===== config.mk =====
export PLATFORM = sky130hd
export DESIGN_NAME = spi_eeprom_byte_sequencer
export DESIGN_NICKNAME = d
export VERILOG_FILES = /design/src/rtl/spiee_pkg.sv /design/src/rtl/spi_eeprom_byte_sequencer.sv
export SDC_FILE = /design/constraint.sdc
export NUM_CORES = 1
export LEC_CHECK = 0
export BUFFER_PORTS_ARGS = -buffer_cell sky130_fd_sc_hd__buf_2
export CAP_MARGIN = 20
export CORE_UTILIZATION = 61
export CTS_BUF_LIST = sky130_fd_sc_hd__clkbuf_8
export DETAILED_ROUTE_END_ITERATION = 7
export GPL_TIMING_DRIVEN = 0
export HOLD_SLACK_MARGIN = 0.02
export PLACE_DENSITY = 0.86
export SYNTH_ARGS = -nofsm -noshare
export SYNTH_HDL_FRONTEND = slang
export SYNTH_SLANG_ARGS = --single-unit
export TNS_END_PERCENT = 30

===== constraint.sdc =====
create_clock -name clk -period 6.15 [get_ports clk]
set_clock_uncertainty 0.1 [all_clocks]
set_input_delay 1.23 -clock clk [delete_from_list [all_inputs] [get_ports clk]]
set_output_delay 1.23 -clock clk [all_outputs]
set_load 0.03 [all_outputs]

===== src/rtl/spiee_pkg.sv =====
// Shared codes for the SPI EEPROM byte sequencer: request codes, result kinds,
// EEPROM opcodes and sequencer phase codes.
// No dependencies.
package spiee_pkg;

  // Request codes on the input channel
  localparam logic [1:0] CMD_READ  = 2'd0;
  localparam logic [1:0] CMD_WRITE = 2'd1;
  localparam logic [1:0] CMD_DONE  = 2'd2;

  // Result kinds
  localparam logic [1:0] KIND_XFER  = 2'd0;
  localparam logic [1:0] KIND_WDONE = 2'd1;
  localparam logic [1:0] KIND_RDONE = 2'd2;

  // 25xx opcodes
  localparam logic [7:0] OP_READ  = 8'h03;
  localparam logic [7:0] OP_WRITE = 8'h02;
  localparam logic [7:0] OP_WREN  = 8'h06;
  localparam logic [7:0] OP_RDSR  = 8'h05;
  localparam logic [7:0] OP_DUMMY = 8'h00;

  // Sequencer phases
  localparam logic [3:0] PH_IDLE    = 4'd0;
  localparam logic [3:0] PH_W_WREN  = 4'd1;
  localparam logic [3:0] PH_W_CMD   = 4'd2;
  localparam logic [3:0] PH_W_AHI   = 4'd3;
  localparam logic [3:0] PH_W_ALO   = 4'd4;
  localparam logic [3:0] PH_W_DATA  = 4'd5;
  localparam logic [3:0] PH_W_RDSR  = 4'd6;
  localparam logic [3:0] PH_W_STAT  = 4'd7;
  localparam logic [3:0] PH_R_CMD   = 4'd8;
  localparam logic [3:0] PH_R_AHI   = 4'd9;
  localparam logic [3:0] PH_R_ALO   = 4'd10;
  localparam logic [3:0] PH_R_DUMMY = 4'd11;

  typedef struct packed {
    logic [1:0] kind;
    logic [7:0] mosi_byte;
    logic       release_select;
    logic [7:0] read_data;
  } result_t;

endpackage


===== src/rtl/spi_eeprom_byte_sequencer.sv =====
// Command sequencer for a 25xx-style SPI EEPROM; sits above a byte shifter.
// Depends on spiee_pkg.
//
// Usage:
//   Input channel (in_valid / in_stall): read request, write request, or a
//   byte-transfer-complete event carrying the byte received on MISO.
//   Result channel (out_valid / out_stall): a byte to shift out (with a flag
//   to release chip select after it), a write-finished notice, or the byte
//   returned by a read. Each request gives zero or one result.
//   Requests while a transfer sequence is running, completions while idle and
//   unknown codes are dropped without a result.
//   A request passes through the input register, then the result register,
//   before its result is valid; a receiver stall can hold it in the input
//   register. Throughput: one request per cycle while the receiver does not
//   stall; the phase machine advances in a single pass between the input
//   register and the result register.
//   When the receiver stalls, the result register holds its value and the
//   input register fills; in_stall rises only when both are occupied.
//   Reset (rst_n low, synchronous) empties both registers and returns the
//   sequencer to idle.
module spi_eeprom_byte_sequencer #(
  parameter int unsigned CAPACITY = 4096
) (
  input  logic       clk,
  input  logic       rst_n,
  input  logic       in_valid,
  output logic       in_stall,
  input  logic [1:0] in_command,
  input  logic [11:0] in_address,
  input  logic [7:0] in_write_data,
  input  logic [7:0] in_miso_byte,
  output logic       out_valid,
  input  logic       out_stall,
  output logic [1:0] out_kind,
  output logic [7:0] out_mosi_byte,
  output logic       out_release_select,
  output logic [7:0] out_read_data
);

  localparam logic [19:0] CAP = 20'(CAPACITY);

  // Input register
  logic        in_vld_r;
  logic [1:0]  cmd_r;
  logic [11:0] addr_r;
  logic [7:0]  wdat_r;
  logic [7:0]  miso_r;

  // Sequencer state
  logic [3:0]  phase_r, phase_nxt;
  logic [11:0] held_address_r, held_address_nxt;
  logic [7:0]  held_data_r, held_data_nxt;

  // Result register
  logic                 out_vld_r;
  spiee_pkg::result_t   res_r;
  spiee_pkg::result_t   res_nxt;
  logic                 res_hit;

  logic        advance;
  logic [19:0] addr_mod;

  // Input register moves on when the result register is free or draining
  assign advance  = !out_vld_r || !out_stall;
  assign in_stall = in_vld_r && !advance;

  always_ff @(posedge clk) begin
    if (!rst_n) begin
      in_vld_r <= 1'b0;
    end else if (!in_stall) begin
      in_vld_r <= in_valid;
    end
  end

  always_ff @(posedge clk) begin
    if (!in_stall && in_valid) begin
      cmd_r  <= in_command;
      addr_r <= in_address;
      wdat_r <= in_write_data;
      miso_r <= in_miso_byte;
    end
  end

  // Address modulo capacity: for CAPACITY of 256 or more the quotient is below 16, so four restoring steps
  always_comb begin
    addr_mod = {8'd0, addr_r};
    for (int k = 3; k >= 0; k--) begin
      if (addr_mod >= (CAP << k)) begin
        addr_mod = addr_mod - (CAP << k);
      end
    end
  end

  // Phase machine, one event per pass
  always_comb begin
    phase_nxt        = phase_r;
    held_address_nxt = held_address_r;
    held_data_nxt    = held_data_r;
    res_hit          = 1'b0;
    res_nxt          = '0;
    res_nxt.kind     = spiee_pkg::KIND_XFER;
    if (phase_r == spiee_pkg::PH_IDLE) begin
      if (cmd_r == spiee_pkg::CMD_READ || cmd_r == spiee_pkg::CMD_WRITE) begin
        held_address_nxt = addr_mod[11:0];
        held_data_nxt    = wdat_r;
        res_hit          = 1'b1;
        if (cmd_r == spiee_pkg::CMD_WRITE) begin
          phase_nxt              = spiee_pkg::PH_W_WREN;
          res_nxt.mosi_byte      = spiee_pkg::OP_WREN;
          res_nxt.release_select = 1'b1;
        end else begin
          phase_nxt         = spiee_pkg::PH_R_CMD;
          res_nxt.mosi_byte = spiee_pkg::OP_READ;
        end
      end
    end else if (cmd_r == spiee_pkg::CMD_DONE) begin
      res_hit = 1'b1;
      unique case (phase_r)
        spiee_pkg::PH_W_WREN: begin
          phase_nxt         = spiee_pkg::PH_W_CMD;
          res_nxt.mosi_byte = spiee_pkg::OP_WRITE;
        end
        spiee_pkg::PH_W_CMD: begin
          phase_nxt         = spiee_pkg::PH_W_AHI;
          res_nxt.mosi_byte = {4'd0, held_address_r[11:8]};
        end
        spiee_pkg::PH_W_AHI: begin
          phase_nxt         = spiee_pkg::PH_W_ALO;
          res_nxt.mosi_byte = held_address_r[7:0];
        end
        spiee_pkg::PH_W_ALO: begin
          phase_nxt              = spiee_pkg::PH_W_DATA;
          res_nxt.mosi_byte      = held_data_r;
          res_nxt.release_select = 1'b1;
        end
        spiee_pkg::PH_W_DATA: begin
          phase_nxt         = spiee_pkg::PH_W_RDSR;
          res_nxt.mosi_byte = spiee_pkg::OP_RDSR;
        end
        spiee_pkg::PH_W_RDSR: begin
          phase_nxt              = spiee_pkg::PH_W_STAT;
          res_nxt.mosi_byte      = spiee_pkg::OP_DUMMY;
          res_nxt.release_select = 1'b1;
        end
        spiee_pkg::PH_W_STAT: begin
          // write-in-progress bit set: poll again
          if (miso_r[0]) begin
            phase_nxt         = spiee_pkg::PH_W_RDSR;
            res_nxt.mosi_byte = spiee_pkg::OP_RDSR;
          end else begin
            phase_nxt    = spiee_pkg::PH_IDLE;
            res_nxt.kind = spiee_pkg::KIND_WDONE;
          end
        end
        spiee_pkg::PH_R_CMD: begin
          phase_nxt         = spiee_pkg::PH_R_AHI;
          res_nxt.mosi_byte = {4'd0, held_address_r[11:8]};
        end
        spiee_pkg::PH_R_AHI: begin
          phase_nxt         = spiee_pkg::PH_R_ALO;
          res_nxt.mosi_byte = held_address_r[7:0];
        end
        spiee_pkg::PH_R_ALO: begin
          phase_nxt              = spiee_pkg::PH_R_DUMMY;
          res_nxt.mosi_byte      = spiee_pkg::OP_DUMMY;
          res_nxt.release_select = 1'b1;
        end
        spiee_pkg::PH_R_DUMMY: begin
          phase_nxt         = spiee_pkg::PH_IDLE;
          res_nxt.kind      = spiee_pkg::KIND_RDONE;
          res_nxt.read_data = miso_r;
        end
        default: begin
          phase_nxt = spiee_pkg::PH_IDLE;
          res_hit   = 1'b0;
        end
      endcase
    end
  end

  // State update when the buffered request is consumed
  always_ff @(posedge clk) begin
    if (!rst_n) begin
      phase_r        <= spiee_pkg::PH_IDLE;
      held_address_r <= '0;
      held_data_r    <= '0;
    end else if (in_vld_r && advance) begin
      phase_r        <= phase_nxt;
      held_address_r <= held_address_nxt;
      held_data_r    <= held_data_nxt;
    end
  end

  // Result register
  always_ff @(posedge clk) begin
    if (!rst_n) begin
      out_vld_r <= 1'b0;
    end else if (advance) begin
      out_vld_r <= in_vld_r && res_hit;
    end
  end

  always_ff @(posedge clk) begin
    if (advance && in_vld_r && res_hit) begin
      res_r <= res_nxt;
    end
  end

  assign out_valid          = out_vld_r;
  assign out_kind           = res_r.kind;
  assign out_mosi_byte      = res_r.mosi_byte;
  assign out_release_select = res_r.release_select;
  assign out_read_data      = res_r.read_data;

endmodule


==> results of run 1 <==
==> worst paths after layout <==
path | from | end | slack, ns | cells past startpoint
setup / recovery | out_stall | in_stall | 3.06 | 3
hold / removal | wdat_r[1] | held_data_r[1] | 0.39 | 2
setup reg to reg | phase_r[3] | out_mosi_byte[0] | 3.65 | 4
hold reg to reg | wdat_r[1] | held_data_r[1] | 0.39 | 2
==> cell usage after synthesis (2+ instances only) <==
master and n:
edfxtp_1 49, nand2b_1 6, o21ai_0 3, a22oi_1 7
and2_1 9, buf_6 3, nand3b_1 3, mux2i_1 22
a211oi_1 3, nor4_1 2, nor2_1 33, nand2_1 3
dfxtp_1 26, a21oi_1 8, inv_1 6, a221oi_1 2
or4_1 2, clkbuf_1 6, nor2b_1 3, nor3_1 5
==> power by group <==
part | switching [mW] | internal (mW) | total [mW]
Sequential | 0.00837 | 0.558 | 0.567
Combinational | 0.0410 | 0.0274 | 0.0684
Clock | 0.189 | 0.191 | 0.380
Total | 0.239 | 0.776 | 1.01
==> metrics by stage <==
stage | total power, mW | utilization (%)
finish | 1.01 | 75.1
global route | 1.05 | 75.1
detailed placement | 0.646 | 70.9
CTS | 1.02 | 75.1
floorplan | 0.620 | -
global placement | 0.642 | 70.5
==> worst reg2reg max path: stages, from the launching register on <==
cell,delay [ns]
dfxtp_1,0.30
clkbuf_1,0.21
or4_4,0.52
mux2i_4,0.26
and2_1,0.72
==> cell families (layout without fill, tap and decap cells) <==
logic type / Yosys count / after routing
buffers and inverters: 18 / 89
AND/OR/NAND/NOR: 74 / 74
AO/OA/AOI/OAI: 33 / 33
XOR/XNOR: 1 / 1
flip-flops: 75 / 75
multiplexers: 24 / 24
==> final cells by class <==
class / instances / area (um^2)
clock inverter: 7 / 76.3
clock buffer: 9 / 124
sequential: 75 / 1990
timing repair buffer: 55 / 285
fill: 316 / 1170
tap: 54 / 67.6
multi-input combinational: 132 / 890
inverter: 7 / 26.3
buffer: 11 / 65.1
==> state kept, by name (all words and copies together), names as in the netlist <==
register and cells:
phase_r 4, held_data_r 8, miso_r 8, out_valid 1, out_mosi_byte 8, out_read_data 8
out_kind 2, wdat_r 8, in_vld_r 1, held_address_r 12, addr_r 12, cmd_r 2
out_release_select 1
==> routing by layer <==
layer	GRT usage (%)	up-vias
met5	0	-
met2	36.8	80
li1	-	961
met1	28.4	921
met3	7.59	13
met4	10.7	0
==> results.toml, run 1 <==
[grt]
overflow = 0
grt_max_degree = 20
antenna_found_initial = 0
grt_pass1_wl_um = 8540
grt_usage_pct = 23.0
grt_pass1_vias = 1812

[synth]
ys_seq_area_share_pct = 67.1
synthFlopType = "edfxtp_1"
syn-cell-area_um2 = 2970
synth_edf_count = 49
synth_compound_area_share_pct = 7.62
synthArstFlopShare_pct = 0
syn-instance-count = 225
synth_simple_gate_area_share_pct = 13.4
synth_top_area_share_pct = 49.5
ys_top_cells_by_area = "edfxtp_1 (50%), dfxtp_1 (18%), mux2i_1 (7.4%)"
ys_ff_latch = 75
syn-num-nets = 259
muxShareOfSynthArea_pct = 8.55
synth_cell_type_count = 44
synth_xor_area_share_pct = 0.295
synth.largest_area_cell = "edfxtp_1"
yosysWarnings = 0
synth_top_family_by_area = "simple AND/OR/NAND/NOR gates"
syn_avg_cell_area_um2 = 13.2
synth_adder_area_share_pct = 0

[drt]
met3_length_um = 318
top_layer_used = "met4"
vias = 1975
first_iter_violations = 224
drtAntennaViolNets = 0
drt-pass1-iter-count = 4
routed_wl_um = 5290
post_drt_wl_per_cell_um = 15.1
drc = 0
wirelength_met1_um = 2260
met2_length_um = 2610
via_per_inst = 5.64

[placement]
gp_congestion = 0.881
numPortBuffers = 54
dp_slack_ns = 3.07
dpl_cell_area_um2 = 3330
dp_hpwl_um = 3740
placed_cells = 334

[finish]
final_common_cell = "buf_2"
drive_gt1_share_pct = 28.0
design_area_um2 = 3530
nets = 325
area_growth_syn_to_layout_pct = 18.7
final_cells = 350
final_cell_mix = "buf_2 (55), edfxtp_1 (49), nor2_1 (33), dfxtp_1 (26), mux2i_1 (22)"
antenna_cells = 0

[floorplan]
die_area_um2 = 5150
rows = 25
fp.coreArea_um2 = 4690
ioPinCount = 55
die_y_um = 71.8
start_util_pct = 63.3
die_x_um = 71.8

[cts]
clkTransAtPathRegs_ns = 0.07
clockRootBuffer = "clkbuf_8"
cts_max_level = 3
cts_setup_buffers = 0
cts_buffers = 9
clk_latency_ns = 0.36
clock-sinks = 75
post_cts.resized_instances = 0
tritoncts = "built"
clk_path_buf_depth = 2
ctsHoldBuffers = 0

[power_and_ir_drop]
p_leak_nw = 1.31
max-vdd-ir-drop_mv = 0.232
power.density_nw_per_um2 = 288

[setup_path]
max_stage_delay_ns = 0.22
critPathSlowestCell = "buf_2"
worstSetupStartpointType = "primary input"
crit_path_frequent_cell = "buf_2"
worstPathCellList = "buf_2 > and3_1 > buf_2"
cp_num_buf_inv = 2
cp.arrival_ns = 1.76
cp_top_family = "buffers and inverters"
critPathRequiredTime_ns = 4.82
worstSetupEndpointType = "primary output"
path_class = "primary input to primary output"
path_max_fanout = 3

[sta]
fmax_mhz = 323
slew_violations = 0
min_period_over_period_pct = 50.3
slew-limit-headroom_pct = 44.1
setup_slack_ns = 3.06
holdWs_ns = 0.391
final-hold-violation-count = 0
period_needed_ns = 3.09
worst_slew_pin_slew_ns = 0.839
setup_viol = 0
fin_setup_tns_ns = 0
rsz0062_at_grt = "no"

[run]
maxCapViolCount = 0

[hold_path]
hold_path_class = "flip-flop to flip-flop"

[outcome]
status = "finished clean"
Note: power is estimated with default switching activity, not from simulation.
==> run 2, diff against run 1 <==
- CORE_UTILIZATION: 61 -> 57
- PLACE_DENSITY: 0.86 -> 0.82
- clock period: 6.15 -> 3.05 ns (I/O delays scaled with it)
==> run 2 against run 1 <==
  * Global-route usage decreased by 3.0 points
  * Setup slack got worse by 2.4 ns
  * Highest routed layer unchanged
  * Design area about the same
  * Critical path depth increased by 1
  * Die area grew 6.8%
  * First-iteration DRC count fell by 45%
  * Flip-flop and latch count did not move
  * Non-clock buffer count unchanged
  * Critical path type is now flip-flop to flip-flop
  * Clock power rose by 73%
  * Largest power group unchanged
  * Hold slack lost 0.057 ns
  * Combinational power grew 100%
==> results.toml, run 2 (synthesis gave the netlist of run 1 again) <==
[sta]
setup_viol = 0
slew_violations = 0
final-hold-violation-count = 0
period_needed_ns = 2.40
min_period_over_period_pct = 78.8
slew-limit-headroom_pct = 43.6
fmax_mhz = 416
rsz0062_at_grt = "no"
worst_slew_pin_slew_ns = 0.842
fin_setup_tns_ns = 0

[floorplan]
die_area_um2 = 5500
ioPinCount = 55
fp.coreArea_um2 = 4880
start_util_pct = 60.9
die_x_um = 74.2
rows = 25
die_y_um = 74.2

[drt]
via_per_inst = 5.29
routed_wl_um = 5000
post_drt_wl_per_cell_um = 13.8
drc = 0
vias = 1921
drt-pass1-iter-count = 4
first_iter_violations = 124
drtAntennaViolNets = 0

[power_and_ir_drop]
power.density_nw_per_um2 = 550
p_leak_nw = 1.29
finalPower_mw = 1.94
max-vdd-ir-drop_mv = 0.425

[cts]
clk_latency_ns = 0.34
cts_buffers = 9
clockRootBuffer = "clkbuf_8"
clk_path_buf_depth = 2
clkTransAtPathRegs_ns = 0.08
post_cts.resized_instances = 0
cts_max_level = 3
clock-sinks = 75
ctsHoldBuffers = 0
tritoncts = "built"
cts_setup_buffers = 0

[finish]
largestRegisters = "addr_r (12), held_address_r (12)"
area_growth_syn_to_layout_pct = 18.6
antenna_cells = 0
final_cells = 363
drive_gt1_share_pct = 27.7
final_cell_mix = "buf_2 (55), edfxtp_1 (49), nor2_1 (33), dfxtp_1 (26), mux2i_1 (22)"
nets = 325
final_common_cell = "buf_2"

[grt]
antenna_found_initial = 0
met2_usage_pct = 30.9
gr-usage-met3_pct = 7.32
use_met1_pct = 25.6
top_usage_layer = "met2"
grt_pass1_vias = 1676
overflow = 0
grt_usage_pct = 19.9
grt_pass1_wl_um = 7890
grt_max_degree = 20

[placement]
placed_cells = 347
numPortBuffers = 54
dp_hpwl_um = 3610
gp_congestion = 0.916

[outcome]
status = "finished clean"

[hold_path]
min_to = "wdat_r[3]"
min_path_cells = 1
hold_path_class = "primary input to flip-flop"
min_from = "in_write_data[3]"

[setup_path]
reg2reg_to = "out_read_data[7]"
path_max_fanout = 19
cp.arrival_ns = 2.28
r2r_start = "phase_r[3]"
critPathRequiredTime_ns = 2.92
reg2reg_depth = 4
worstSetupStartpointType = "flip-flop"
worstSetupEndpointType = "flip-flop"
path_class = "flip-flop to flip-flop"
regToRegSetupSlack_ns = 0.65

[run]
maxCapViolCount = 0
-- run 2: cell count changes in the layout (fill, tap and decap cells not counted) --
cell	before	now
clkinvlp_4	0	2
buf_16	0	1
buf_8	1	0
bufinv_16	1	0
clkinv_4	2	1
inv_1	6	7
inv_8	1	0
-- run 2: through the flow --
| stage | area [um^2] | util, % | worst slack [ns] | hold slack [ns] |
|---|---|---|---|---|
| finish | 3520 | 72.2 | 0.645 | 0.334 |
| global route | 3520 | 72.2 | 0.448 | 0.318 |
| CTS | 3520 | 72.2 | 0.618 | 0.320 |
| detailed placement | 3350 | 68.7 | 0.625 | 0.378 |
| global placement | 3320 | 68.1 | -0.252 | 0.360 |
| floorplan | 2970 | - | 0.221 | 0.351 |
-- run 2: power breakdown --
part / switching, mW / leakage [nW] / internal [mW] / total [mW]
Combinational: 0.0808 / 0.527 / 0.0572 / 0.138
Clock: 0.366 / 0.0845 / 0.292 / 0.658
Sequential: 0.0170 / 0.682 / 1.13 / 1.14
Total: 0.464 / 1.29 / 1.47 / 1.94
-- run 2: how the worst max path moves through the flow --
| stage | startpoint | end | slack [ns] | cells after the start |
|---|---|---|---|---|
| 6_report | phase_r[3] | out_read_data[7] | 0.65 | 4 |
| 3_5_place_dp | phase_r[3] | out_mosi_byte[6] | 0.63 | 4 |
| 4_1_cts | phase_r[3] | out_mosi_byte[4] | 0.62 | 4 |
| 5_1_grt | phase_r[3] | out_mosi_byte[1] | 0.45 | 4 |
| 3_3_place_gp | out_stall | wdat_r[5] | -0.25 | 3 |
| 2_1_floorplan | out_stall | addr_r[0] | 0.22 | 2 |
-- run 2: metal layers --
layer	wire length (um)	part of all wire (%)	up-vias
met4	49	0.98	0
met1	2300	46	891
met3	258	5.2	5
met2	2390	48	65
met5	0	0	-
li1	-	-	960
-- run 2: cell type report --
cell class,count,area (um^2)
sequential,75,1990
clock inverter,7,45.0
inverter,7,26.3
clock buffer,9,124
buffer,11,65.1
timing repair buffer,55,298
multi-input combinational,132,890
fill,351,1360
tap,67,83.8
-- run 2: worst max-delay path: stages, from the launching register on --
cell	delay, ns
dfxtp_1	0.30
clkbuf_1	0.18
or4_4	0.51
mux2i_4	0.25
and2_1	0.69
